$ cat config.mk
export PLATFORM = sky130hd
export DESIGN_NAME = rgb_to_ycbcr_subsample_core
export DESIGN_NICKNAME = d
export VERILOG_FILES = /design/src/rtl/rgbycc_pkg.sv /design/src/rtl/rgb_to_ycbcr_subsample_core.sv
export SDC_FILE = /design/constraint.sdc
export NUM_CORES = 1
export LEC_CHECK = 0
export CORE_UTILIZATION = 30
export DETAILED_ROUTE_END_ITERATION = 6
export DONT_BUFFER_PORTS = 1
export PLACE_DENSITY = 0.51
export SLEW_MARGIN = 30
export SYNTH_ARGS = -nofsm -noshare
export SYNTH_HDL_FRONTEND = slang
export SYNTH_SLANG_ARGS = --single-unit
$ cat constraint.sdc
create_clock -name clk -period 8.4 [get_ports clk]
set_input_delay 0.42 -clock clk [delete_from_list [all_inputs] [get_ports clk]]
set_output_delay 0.42 -clock clk [all_outputs]
set_load 0.01 [all_outputs]
$ cat src/rtl/rgbycc_pkg.sv
package rgbycc_pkg;

  localparam int CfgDimW = 13;
  localparam int CfgIdxW = 2;
  localparam int CfgDataW = 13;
  localparam int SumW = 26;

  localparam logic [CfgDimW-1:0] WidthReset = 13'd640;
  localparam logic [CfgDimW-1:0] HeightReset = 13'd480;

  localparam logic [15:0] CoefYR = 16'd19595;
  localparam logic [15:0] CoefYG = 16'd38470;
  localparam logic [15:0] CoefYB = 16'd7471;
  localparam logic [15:0] CoefCbR = 16'd11056;
  localparam logic [15:0] CoefCbG = 16'd21712;
  localparam logic [15:0] CoefHalf = 16'd32768;
  localparam logic [15:0] CoefCrG = 16'd27440;
  localparam logic [15:0] CoefCrB = 16'd5328;
  localparam logic [SumW-1:0] RoundTerm = 26'd32768;
  localparam logic [SumW-1:0] ChromaOffset = 26'd8388608;
  localparam logic [9:0] PixMax = 10'd255;

  typedef enum logic [CfgIdxW-1:0] {
    REG_FRAME_WIDTH = 2'd0,
    REG_FRAME_HEIGHT = 2'd1,
    REG_CHROMA_FORMAT = 2'd2
  } cfg_reg_t;

  typedef enum logic [1:0] {
    FMT_444 = 2'd0,
    FMT_422 = 2'd1,
    FMT_420 = 2'd2
  } chroma_fmt_t;

  typedef struct packed {
    logic [7:0] red;
    logic [7:0] green;
    logic [7:0] blue;
  } pix_in_t;

  typedef struct packed {
    logic [7:0] luma;
    logic [7:0] blue_diff;
    logic [7:0] red_diff;
    logic       chroma_kept;
    logic       row_end;
    logic       frame_end;
  } pix_out_t;

endpackage

$ cat src/rtl/rgb_to_ycbcr_subsample_core.sv
// RGB to full-range BT.601 YCbCr converter with chroma subsampling flags. One pixel
// transfer per clock is sustained in raster order while out_stall stays low; each result
// passes through an input register holding the pixel and its frame-position flags,
// then the result register fed by the fixed-point multiply-add and clamp. The column
// and row counters advance on every input transfer and restart at the configured frame
// size, where 0 acts as 1 and sizes above MAX_DIM act as MAX_DIM. Write the configuration
// registers only while the pipeline is empty; cfg_ready is always high.
module rgb_to_ycbcr_subsample_core
  import rgbycc_pkg::*;
#(
  parameter int MAX_DIM = 4096
) (
  input  logic                clk,
  input  logic                rst_n,
  input  logic                in_valid,
  output logic                in_stall,
  input  pix_in_t             in_data,
  output logic                out_valid,
  input  logic                out_stall,
  output pix_out_t            out_data,
  input  logic                cfg_valid,
  output logic                cfg_ready,
  input  logic [CfgIdxW-1:0]  cfg_index,
  input  logic [CfgDataW-1:0] cfg_data
);

  localparam int CntW = $clog2(MAX_DIM);
  localparam int CmpW = (CntW > CfgDimW) ? CntW + 1 : CfgDimW + 1;

  logic [CfgDimW-1:0] frame_width_r;
  logic [CfgDimW-1:0] frame_height_r;
  logic [1:0]         chroma_format_r;

  logic [CntW-1:0] col_r, col_nxt;
  logic [CntW-1:0] row_r, row_nxt;

  logic       s1_valid_r;
  pix_in_t    s1_pix_r;
  logic       s1_keep_r, s1_row_end_r, s1_frame_end_r;
  logic       out_valid_r;
  pix_out_t   out_data_r;

  logic adv1, adv2, in_xfer;
  logic [CmpW-1:0] w_lim, h_lim, last_col, last_row;
  logic row_end, frame_end, keep;
  logic [SumW-1:0] y_sum, cb_sum, cr_sum;
  logic [9:0] y_q, cb_q, cr_q;

  function automatic logic [CmpW-1:0] limit_dim(input logic [CfgDimW-1:0] v);
    logic [CmpW-1:0] res;
    res = CmpW'(v);
    if (v == '0) begin
      res = CmpW'(1);
    end else if (32'(v) > 32'(MAX_DIM)) begin
      res = CmpW'(MAX_DIM);
    end
    return res;
  endfunction

  function automatic logic [7:0] clamp255(input logic [9:0] v);
    return (v > PixMax) ? 8'hFF : v[7:0];
  endfunction

  assign cfg_ready = 1'b1;

  always_ff @(posedge clk) begin
    if (!rst_n) begin
      frame_width_r   <= WidthReset;
      frame_height_r  <= HeightReset;
      chroma_format_r <= FMT_444;
    end else if (cfg_valid && cfg_ready) begin
      unique case (cfg_index)
        REG_FRAME_WIDTH:   frame_width_r <= cfg_data;
        REG_FRAME_HEIGHT:  frame_height_r <= cfg_data;
        REG_CHROMA_FORMAT: chroma_format_r <= cfg_data[1:0];
        default: ;
      endcase
    end
  end

  assign adv2     = !out_valid_r || !out_stall;
  assign adv1     = !s1_valid_r || adv2;
  assign in_stall = !adv1;
  assign in_xfer  = in_valid && adv1;

  always_comb begin
    w_lim     = limit_dim(frame_width_r);
    h_lim     = limit_dim(frame_height_r);
    last_col  = w_lim - CmpW'(1);
    last_row  = h_lim - CmpW'(1);
    row_end   = CmpW'(col_r) >= last_col;
    frame_end = row_end && (CmpW'(row_r) >= last_row);
    unique case (chroma_format_r)
      FMT_444: keep = 1'b1;
      FMT_422: keep = !col_r[0];
      FMT_420: keep = !col_r[0] && !row_r[0];
      default: keep = 1'b0;
    endcase
    col_nxt = row_end ? '0 : col_r + CntW'(1);
    row_nxt = row_r;
    if (row_end) begin
      row_nxt = frame_end ? '0 : row_r + CntW'(1);
    end
  end

  always_ff @(posedge clk) begin
    if (!rst_n) begin
      col_r      <= '0;
      row_r      <= '0;
      s1_valid_r <= 1'b0;
    end else if (adv1) begin
      s1_valid_r <= in_valid;
      if (in_valid) begin
        col_r <= col_nxt;
        row_r <= row_nxt;
      end
    end
  end

  always_ff @(posedge clk) begin
    if (in_xfer) begin
      s1_pix_r       <= in_data;
      s1_keep_r      <= keep;
      s1_row_end_r   <= row_end;
      s1_frame_end_r <= frame_end;
    end
  end

  always_comb begin
    y_sum  = SumW'(CoefYR) * SumW'(s1_pix_r.red)
           + SumW'(CoefYG) * SumW'(s1_pix_r.green)
           + SumW'(CoefYB) * SumW'(s1_pix_r.blue)
           + RoundTerm;
    cb_sum = SumW'(CoefHalf) * SumW'(s1_pix_r.blue) + RoundTerm + ChromaOffset
           - SumW'(CoefCbR) * SumW'(s1_pix_r.red)
           - SumW'(CoefCbG) * SumW'(s1_pix_r.green);
    cr_sum = SumW'(CoefHalf) * SumW'(s1_pix_r.red) + RoundTerm + ChromaOffset
           - SumW'(CoefCrG) * SumW'(s1_pix_r.green)
           - SumW'(CoefCrB) * SumW'(s1_pix_r.blue);
    y_q  = y_sum[SumW-1:16];
    cb_q = cb_sum[SumW-1:16];
    cr_q = cr_sum[SumW-1:16];
  end

  always_ff @(posedge clk) begin
    if (!rst_n) begin
      out_valid_r <= 1'b0;
    end else if (adv2) begin
      out_valid_r <= s1_valid_r;
    end
  end

  always_ff @(posedge clk) begin
    if (adv2 && s1_valid_r) begin
      out_data_r.luma        <= clamp255(y_q);
      out_data_r.blue_diff   <= clamp255(cb_q);
      out_data_r.red_diff    <= clamp255(cr_q);
      out_data_r.chroma_kept <= s1_keep_r;
      out_data_r.row_end     <= s1_row_end_r;
      out_data_r.frame_end   <= s1_frame_end_r;
    end
  end

  assign out_valid = out_valid_r;
  assign out_data  = out_data_r;

endmodule

======== Yosys cells after proc, flatten, opt, wreduce, memory -nomap -nowiden ========
Index checks and enable logic that the tools add are counted.
word-level totals
  flip-flop bits (word level) ............. 108
  latch bits .............................. 0
  bits in writable memories ............... 0
  memory bits (read-only) ................. 0
  input bits .............................. 44
  logic and storage cells ................. 80
  memories ................................ 0
operators by class
  add/subtract/negate cells ............... 15
  $mul .................................... 7
  divide/modulo/power cells ............... 0
  magnitude comparators ................... 7
  equal/unequal tests ..................... 4
  shift-type cells ........................ 0
  mux-type cells .......................... 7
  bitwise gates (word level) .............. 0
  reduce and logical (&&, ||, !) cells .... 21
operator list
  kind                      count
  $mux W13                  4
  $add A24 B24 Y25 const B  2
  $add A23 B16 Y24 const B  2
  $mul A15 B8 Y23 const A   2
  $mul A11 B8 Y19 const A   2
  $gt A10 B8 Y1 const B     3
  $ge A12 B14 Y1            2
  $sub A14 B1 Y14 const B   2
  $add A25 B21 Y26          1
  $add A26 B16 Y26 const B  1
  $gt A13 B13 Y1 const B    2
  $logic_not A13 Y1         2
  $sub A25 B22 Y26          1
  $sub A25 B23 Y26          1
  $sub A26 B21 Y26          1
  $sub A26 B23 Y26          1
  $add A23 B24 Y25          1
  $add A12 B1 Y12 const B   2
  $mux W12                  2
  $mul A13 B8 Y21 const A   1
  $mul A10 B8 Y18 const A   1
  $mul A9 B8 Y17 const A    1
  $reduce_and A2 Y1         4
  $logic_not A1 Y1          6
  7 further kinds           14

======== Longest topological paths before layout ========
Gate-level depths: netlist of the first run.
  depth in word-level cells ............... 7
  depth in mapped cells ................... 30

======== Least setup slack after synthesis of the first run ========
OpenSTA, ideal clock, no wires.
  kind .................................... register to register
  start ................................... register s1_pix_r[14] (netlist bit)
  end ..................................... register out_data_r (netlist bit out_data[20]), data pin
  setup time .............................. 0.259 ns
  arrival ................................. 7.018 ns
  required time ........................... 8.141 ns
  slack ................................... 1.123 ns
  cell stages (with the launch flop) ...... 29
  path buffers ............................ 0
  period minus slack after synthesis ...... 7.277 ns
  cell sequence ........................... edfxtp_1 -> ha_1 -> inv_1 -> fa_1 -> fa_1 -> inv_1 -> ha_1 -> and3b_1 -> o21a_1 -> nor2_1 -> o21ai_0 -> a21oi_1 -> xnor2_1 -> ha_1 -> ha_1 -> fa_1 -> inv_1 -> fa_1 -> fa_1 -> inv_1 -> ha_1 -> a21o_1 -> a21o_1 -> a21oi_1 -> o21ai_1 -> a41oi_2 -> o2bb2ai_1 -> o21ai_1 -> o21bai_1
between the ends
  longest elaborated chain between the ends .. 5
RTL lines
  element                 RTL line                            RTL
  start, declared         rgb_to_ycbcr_subsample_core.sv:38   pix_in_t s1_pix_r;
  start signal, assigned  rgb_to_ycbcr_subsample_core.sv:122  s1_pix_r <= in_data;
  $mul A15 B8 Y23 *       rgb_to_ycbcr_subsample_core.sv:131  + SumW'(CoefYG) * SumW'(s1_pix_r.green)
  $add A23 B24 Y25 *      rgb_to_ycbcr_subsample_core.sv:131
  $add A25 B21 Y26 *      rgb_to_ycbcr_subsample_core.sv:132  + SumW'(CoefYB) * SumW'(s1_pix_r.blue)
  $add A26 B16 Y26 *      rgb_to_ycbcr_subsample_core.sv:133  + RoundTerm;
  $gt A10 B8 Y1           rgb_to_ycbcr_subsample_core.sv:61   return (v > PixMax) ? 8'hFF : v[7:0];
  end, declared           rgb_to_ycbcr_subsample_core.sv:41   pix_out_t out_data_r;
Every way passes the cells marked *; elsewhere a longest branch is shown, timed or not.
A chain may end at the register's enable or synchronous reset.

======== Worst setup path after layout of the first run ========
  start ................................... register s1_pix_r[13] (netlist bit)
  end ..................................... register out_data_r (netlist bit out_data[20]), data pin
The elaborated chain is that of the path after synthesis.

==> results list, run 1 <==
- Setup violations remaining at the end of the flow were counted as 0.
- DRT iter0 DRCs: between 600 and 700
- Post-Layout Cell Count: 2846
- Measured along the y axis, the die boundary spans around 250 µm.
- Placeable Area: 0.0619 mm²
* TritonCTS clock tree: built
- Total Die Area: roughly 0.064 mm²
* Clock latency on the worst-skew pair: around 0.4 ns
- Register-to-register setup slack: around 0.55 ns
- Entering global routing, the biggest net connects between 40 and 50 pins.
* Share of synthesized area occupied by flip-flops and latches: 14.3%
* Std-Cell Rows: 91
- Synthesized area per cell: about 9.5 µm²
- In the routed layout, each cell is associated on average with a via count of approximately 4.8.
* Antenna-violating nets left: 0
* Most instantiated flip-flop cell in the synthesis netlist: edfxtp_1
- Number of distinct library cell variants in the gate-level netlist after synthesis: ~80
* Nets in the synthesized netlist: ~2700
- The worst setup path is launched from a flip-flop.
- The synthesized design contains between 50 and 60 enable-type register cells.
* Final routed wire length divided by cell count: 17.3 µm
* Unrepaired setup endpoints after global routing: false
* Hold Buf Count CTS: 0
- Deepest clock path buffer count: 2
- FF+latch count, synth: between 100 and 150
* Proportion of netlist area held by the largest area contributor: between 20 and 30%
- The count of pins over their slew limit came to 0.
* FF/Latch Area: approximately 0.0027 mm²
* Number of nets at the end of the flow: between 2000 and 3000
- Remaining DRCs: 0
* Area growth from synthesis to layout: 7.36%
* Layout Utilization: 32.7%
- CTS root buffer: clkbuf_16
- Capturing element type of the critical path: flip-flop
- Worst path required time: about 8.6 ns
- The congestion estimate from routability-driven global placement came to between 0.9 and 1.
- The number of antenna diodes in the final layout is 0.
- The layout has between 6000 and 7000 filler cells.
* Hold Violations, Final: 0
* Total via count in the routed design: roughly 14000
* Run status: finished clean
- Total clock buffers created by CTS: 9
- Headroom to the max-slew limit came out at between 50% and 60%.
- The first detailed-routing pass ran for 5 iterations.
- Clock-pin slew was measured on the worst setup and hold paths at about 0.090 ns.
* F_max: 127 MHz
* Share of cells above drive strength 1: about 3.3%
* Overflow left after global routing: 0
* Final total negative setup slack: 0 ns
- Total clock sinks: 108
* First-pass GRT wire length: 78200 µm
- Cell accounting for the most synthesized area: ha_1
- During synthesis, Yosys emitted a total of 0 warnings.
- Final critical path time including I/O delays and setup: 7.85 ns
* Global-route total usage across every layer: between 10% and 20%
- Floorplan die width: ~250 µm
* Total Wirelength: slightly below 50000 µm
- The number of global-route vias before repair came to between 10000 and 15000.
- The path class of the tightest hold or removal check is primary input to flip-flop.
- By area the synthesized netlist is led by ha_1 (30%), fa_1 (21%), edfxtp_1 (8.6%).
* Count leader, synth: ha_1
- For the pin with the worst max-slew slack, the measured transition is about 0.67 ns.
- Number of gates resized after CTS: 0
- Post-synthesis instance area: roughly 0.019 mm²
* Initial standard-cell utilization of the core: 30.5%
- Buffers inserted during post-CTS setup optimization: 0
- Number of instances in the synthesized netlist: 1996
- Category of the critical setup timing path: flip-flop to flip-flop
* Synth async-reset ratio: 0%
- Maximum fanout count along the critical path: 8
- Commonest cells post-synth: ha_1 (446), inv_1 (403), fa_1 (196)
- Initial antenna violation count: 1
* CTS H-Tree Depth: 3
* I/O pin cnt: 74
- STA puts the critical path data arrival time at 8.01 ns.
* Input/output buffers: 0
* Clock tree skew after final layout: ~0.019 ns
- Reported max-cap violation count: 0
- In this run, placement finished with an instance count of 2830.
- Post-DP HPWL: ~43000 µm
- Summing all multi-input logic gate instances after layout gives about 0.015 mm².
- The worst path uses 93.5% of the clock period.
through the flow:
step           worst slack, ns  hold slack [ns]  area (µm²)
2_1_floorplan             1.12            0.400       18900
6_report                 0.547            0.102       20300
3_3_place_gp             0.682            0.410       19900
3_5_place_dp             0.556            0.417       19900
4_1_cts                  0.518           0.0694       20300
5_1_grt                 0.0836           0.0851       20300
cells by family after synthesis:
family,after synthesis,share of synthesized area [%]
AO/OA/AOI/OAI,291,10.5
XOR/XNOR,105,4.87
adder cells (fa/ha/maj),642,50.4
buffers and inverters,422,8.57
flip-flops,108,14.3
multiplexers,5,0.265
other,1,0.0199
AND/OR/NAND/NOR,422,11.1
metal layers:
| metal | global-route usage (%) | up-vias | share of wire, % |
|---|---|---|---|
| met4 | 3.43 | 2 | 1.3 |
| met1 | 21.5 | 6628 | 47 |
| met2 | 26.4 | 243 | 46 |
| met3 | 3.44 | 26 | 5.3 |
| li1 | - | 6693 | - |
| met5 | 0 | - | 0.022 |
flip-flops by register name, summed over array words and instances, names as in the netlist:
signal and flops:
s1_valid_r 1, row_r 12, frame_height_r 13, frame_width_r 13
out_valid 1, out_data 27, s1_row_end_r 1, s1_keep_r 1
s1_pix_r 24, chroma_format_r 2, col_r 12, s1_frame_end_r 1
worst max-delay path, cell delays in order (launching register included):
cell and delay [ns]:
edfxtp_1 0.58, ha_1 0.45, inv_1 0.10, fa_1 0.52
fa_1 0.55, inv_1 0.05, ha_1 0.33, a31o_2 0.21
a21oi_1 0.26, o21ai_0 0.21, a21o_1 0.22, a21oi_1 0.16
xnor2_1 0.14, ha_1 0.25, ha_1 0.30, fa_1 0.51
inv_1 0.05, fa_1 0.47, inv_1 0.05, fa_1 0.48
ha_1 0.34, a21o_1 0.16, a21oi_1 0.14, o21ai_1 0.13
a41oi_2 0.30, o2bb2ai_1 0.21, o21ai_1 0.22, o21bai_1 0.21
final cells by class:
type	count	area share, %
clock buffer	9	1.11
multi-input combinational	1466	71.9
sequential	108	13.3
clock inverter	7	0.426
inverter	404	7.49
tap	837	5.17
timing repair buffer	15	0.556
cells in the final DEF (no fill, tap or decap), types with 8 or more instances in the layout:
cell type and instances:
nor4_1 9, o21bai_1 13, or2_2 13, and3_1 17, or3_1 12, ha_1 446, buf_4 15, nand4_1 13
inv_1 403, edfxtp_1 54, fa_1 196, nor2b_1 21, nand2b_1 17, clkbuf_16 9, a21oi_1 70, o21a_1 24
xnor2_1 66, dfxtp_1 54, a31oi_1 13, a21o_1 32, nand3_1 37, nor3_1 38, a21boi_0 22, nor2_1 80
nand2_1 129, nand3b_1 8, xor2_1 39, o21ai_0 43
path summary, 6_finish.rpt:
| check | cells after the start | from | endpoint |
|---|---|---|---|
| hold / removal | 1 | rst_n | frame_width_r[7] |
| setup reg to reg | 27 | s1_pix_r[13] | out_data[20] |
| hold reg to reg | 0 | s1_row_end_r | out_data[1] |
| setup / recovery | 27 | s1_pix_r[13] | out_data[20] |
Power of run 1 is not shown: default switching activity piles up to over one toggle a cycle in this logic, so the estimate is an artifact.
==> run 2: changes to the inputs <==
- ABC_AREA: unset -> 1
==> run 2 against run 1 <==
Setup slack improved by 0.17 ns. Design area rose by 2.8%. Register-to-register slack improved by 0.17 ns. Final cell count rose by 10%. Critical endpoint is now out_data[24].
==> results list, run 2 <==
- The run finished with clean final reports.
* Deepest clock path buffer count: 2 (unchanged)
- Proportion of netlist area held by the largest area contributor: 28.8% (-0.81 points)
* Number of distinct library cell variants in the gate-level netlist after synthesis: 51 (-38%)
- Clock latency on the worst-skew pair: 0.40 ns (about the same)
- The area growth from synthesis to layout is 7.38% (about the same).
- Cell accounting for the most synthesized area: ha_1
* Final critical path time including I/O delays and setup: 7.69 ns (-0.166 ns)
* Initial antenna violation count: 4 (+3)
- Std-Cell Rows: 92 (+1.1%)
- The initial core utilization was 30.6% (+0.12 points).
* Maximum fanout count along the critical path: 8 (unchanged)
- inv_1 is the most common cell in the netlist.
- The total track usage came to 16.4% (+0.28 points).
- The most numerous cell type found on the critical path is nand2_1.
- Worst slew slack as a fraction of its limit: 40.0% (-15 points)
- Die height: 256 µm (+1.4%)
- Number of global-route vias before repair: 15200 (+8.1%)
- Hold Violations, Final: 0 (unchanged)
* Global-route track usage on met3: 3.15% (-0.29 points)
- Setup repair after global routing left no endpoint under its margin.
- The total number of H-tree levels was 3 (unchanged).
- The detailed-routing iteration count for the pre-antenna-repair pass is 5 (unchanged).
* Remaining DRCs: 0 (unchanged)
- The number of synthesis warnings was 0 (unchanged).
- Total Wirelength: 52100 µm (+5.7%)
- STA classifies the critical path startpoint as a flip-flop.
- Capturing element type of the critical path: flip-flop
- Category of the critical setup timing path: flip-flop to flip-flop
- The measured slew at the worst slew-check pin came to 0.900 ns (+0.232 ns).
* Synth async-reset ratio: 0% (unchanged)
* TritonCTS clock tree: built
* Max Transition Viols Final: 0 (unchanged)
- Clock-pin slew reported for the worst setup and hold paths after clock tree synthesis: 0.10 ns (about the same)
- Clock tree skew after final layout: 0.0288 ns (+0.00975 ns)
- The flip-flop count of the largest register after layout was 27 (unchanged).
* Post-synthesis instance area: 0.0194 mm² (+2.8%)
* Final Worst Setup Slack: 0.713 ns (+0.166 ns)
- The post-placement worst setup slack was 0.581 ns (+0.0247 ns).
- Total Die Area: 0.0657 mm² (+2.8%)
- The I/O pin total came to 74 (unchanged).
* Setup violations, final: 0 (unchanged)
* Placeable Area: 0.0634 mm² (+2.4%)
- Worst path required time: 8.54 ns (-0.02 ns)
- Type of the tightest min-delay check: primary input to flip-flop
- The top cell types in the final layout, fill and taps aside, are inv_1 (495), ha_1 (446), nand2_1 (271).
* Overflow left after global routing: 0 (unchanged)
- The fraction of final layout cells with drive strength greater than 1 was 3.41% (+0.13 points).
- The wire length per cell was 16.6 µm (-3.9%).
- The signal arrival time at the worst endpoint was 7.83 ns (-0.18 ns).
- The tree is rooted in a clkbuf_16.
- Number of nets at the end of the flow: 2966 (+10%)
- The highest cell delay on the worst timing path came to 0.58 ns (about the same).
- The number of DRC markers in iteration 0 is 596 (-6.7%).
- The max-capacitance violation count was 0 (unchanged).
- The detailed-route via count is 14500 (+6.4%).
- Largest net degree at the start of global routing: 37 (-12%)
- The net count of the mapped netlist was 2954 (+10%).
* Critical-path cell with the highest stage delay: edfxtp_1
- The maximum achievable frequency was 130 MHz (+2.2%).
- Total clock buffers created by CTS: 9 (unchanged)
* Final period utilization: 91.5% (-2.0 points)
* Buffers inserted during post-CTS setup optimization: 0 (unchanged)
* Routing usage on met2: 28.8% (+2.4 points)
- Commonest cells post-synth: inv_1 (496), ha_1 (446), nand2_1 (271)
- The register-to-register setup slack came to 0.71 ns (+0.17 ns).
- In the synthesized netlist the dominant register cell turns out to be edfxtp_1.
- The library cell used most frequently in the layout, excluding fill and tap cells, is inv_1.
- The number of antenna-violating nets in the routed design is 0 (unchanged).
- Met1 GRT Util: 21.0% (-0.55 points)
- Vias per Instance: 4.62 (-3.4%)
* Post-DP HPWL: 46000 µm (+7.3%)
- The number of filler cells placed in the layout was 6658 (+2.6%).
* Peak-usage layer in the global routing report: met2
- The number of flip-flops and latches in the synthesized netlist is 108 (unchanged).
- Synthesized area per cell: 8.55 µm² (-9.5%)
* Routability congestion estimate from global placement: 0.921 (-0.41%)
* Total clock sinks: 108 (unchanged)
* Share of synthesized area occupied by flip-flops and latches: 13.9% (-0.39 points)
- The final-layout setup total negative slack came to 0 ns (unchanged).
- The number of port buffers is 0 (unchanged).
- The number of flops mapped to enable cells by yosys came to 54 (unchanged).
* Number of instances in the synthesized netlist: 2268 (+14%)
- The die outline width came to 256 µm (+1.4%).
* Final hold slack: 0.105 ns (+0.00345 ns)
- First-pass GRT wire length: 83500 µm (+6.7%)
* Synth area leaders: ha_1 (29%), fa_1 (20%), inv_1 (9.6%)
## run 2: layer usage
layer,wire (µm),part of all wire [%]
met5,48,0.092
met4,386,0.74
met3,2070,4.0
met2,25600,49
met1,24000,46
## run 2: cell type report
type                            instances  area (µm²)  area share (%)
Antenna cell                            1        2.50          0.0120
Clock buffer                            9         225            1.08
Clock inverter                          7        95.1           0.456
Inverter                              520        1950            9.37
Multi-Input combinational cell       1627       14700            70.5
Sequential cell                       108        2700            13.0
Tap cell                              846        1060            5.08
Timing Repair Buffer                   14         105           0.505
## run 2: logic make-up (layout without fill, tap and decap cells)
family / after synthesis / in the layout / share of synthesized area, %
DFF: 108 / 108 / 13.9
xor gates and xnor gates: 121 / 121 / 5.46
and+or+nand+nor: 549 / 549 / 12.1
buffers and inverters: 533 / 550 / 10.4
other: 1 / 2 / 0.0193
adders and majority gates: 642 / 642 / 49.0
AOI/OAI and AO/OA: 314 / 314 / 9.04
## run 2: critical path, delay by kind of cell, from the launching register on
family	cells	cell delay (ns)
buf+inv	5	0.32
fa+ha+maj	10	4.20
simple gates	9	1.16
xor+xnor	2	0.35
flops	1	0.58
compound gates	5	0.82
## run 2: path summary, 6_finish.rpt
path                      from           end  depth (start not counted)
setup / recovery  s1_pix_r[13]  out_data[24]                         31
setup reg to reg  s1_pix_r[13]  out_data[24]                         31
hold / removal     in_data[19]  s1_pix_r[19]                          0
hold reg to reg   s1_row_end_r   out_data[1]                          0
## run 2: repair_timing
action / 4_1_cts / 5_1_grt
hold buffers: 0 / 0
setup endpoints to repair: 0 / 8
resized for setup: 0 / 1
## run 2: per-stage QoR
stage               cells  area, µm²  utilization [%]
floorplan            2268      19400                -
global placement     3115      20500             32.3
detailed placement   3115      20500             32.3
CTS                  3131      20800             32.8
global route         3131      20800             32.8
finish               3132      20800             32.8
Power of run 2 is left out for the same reason.
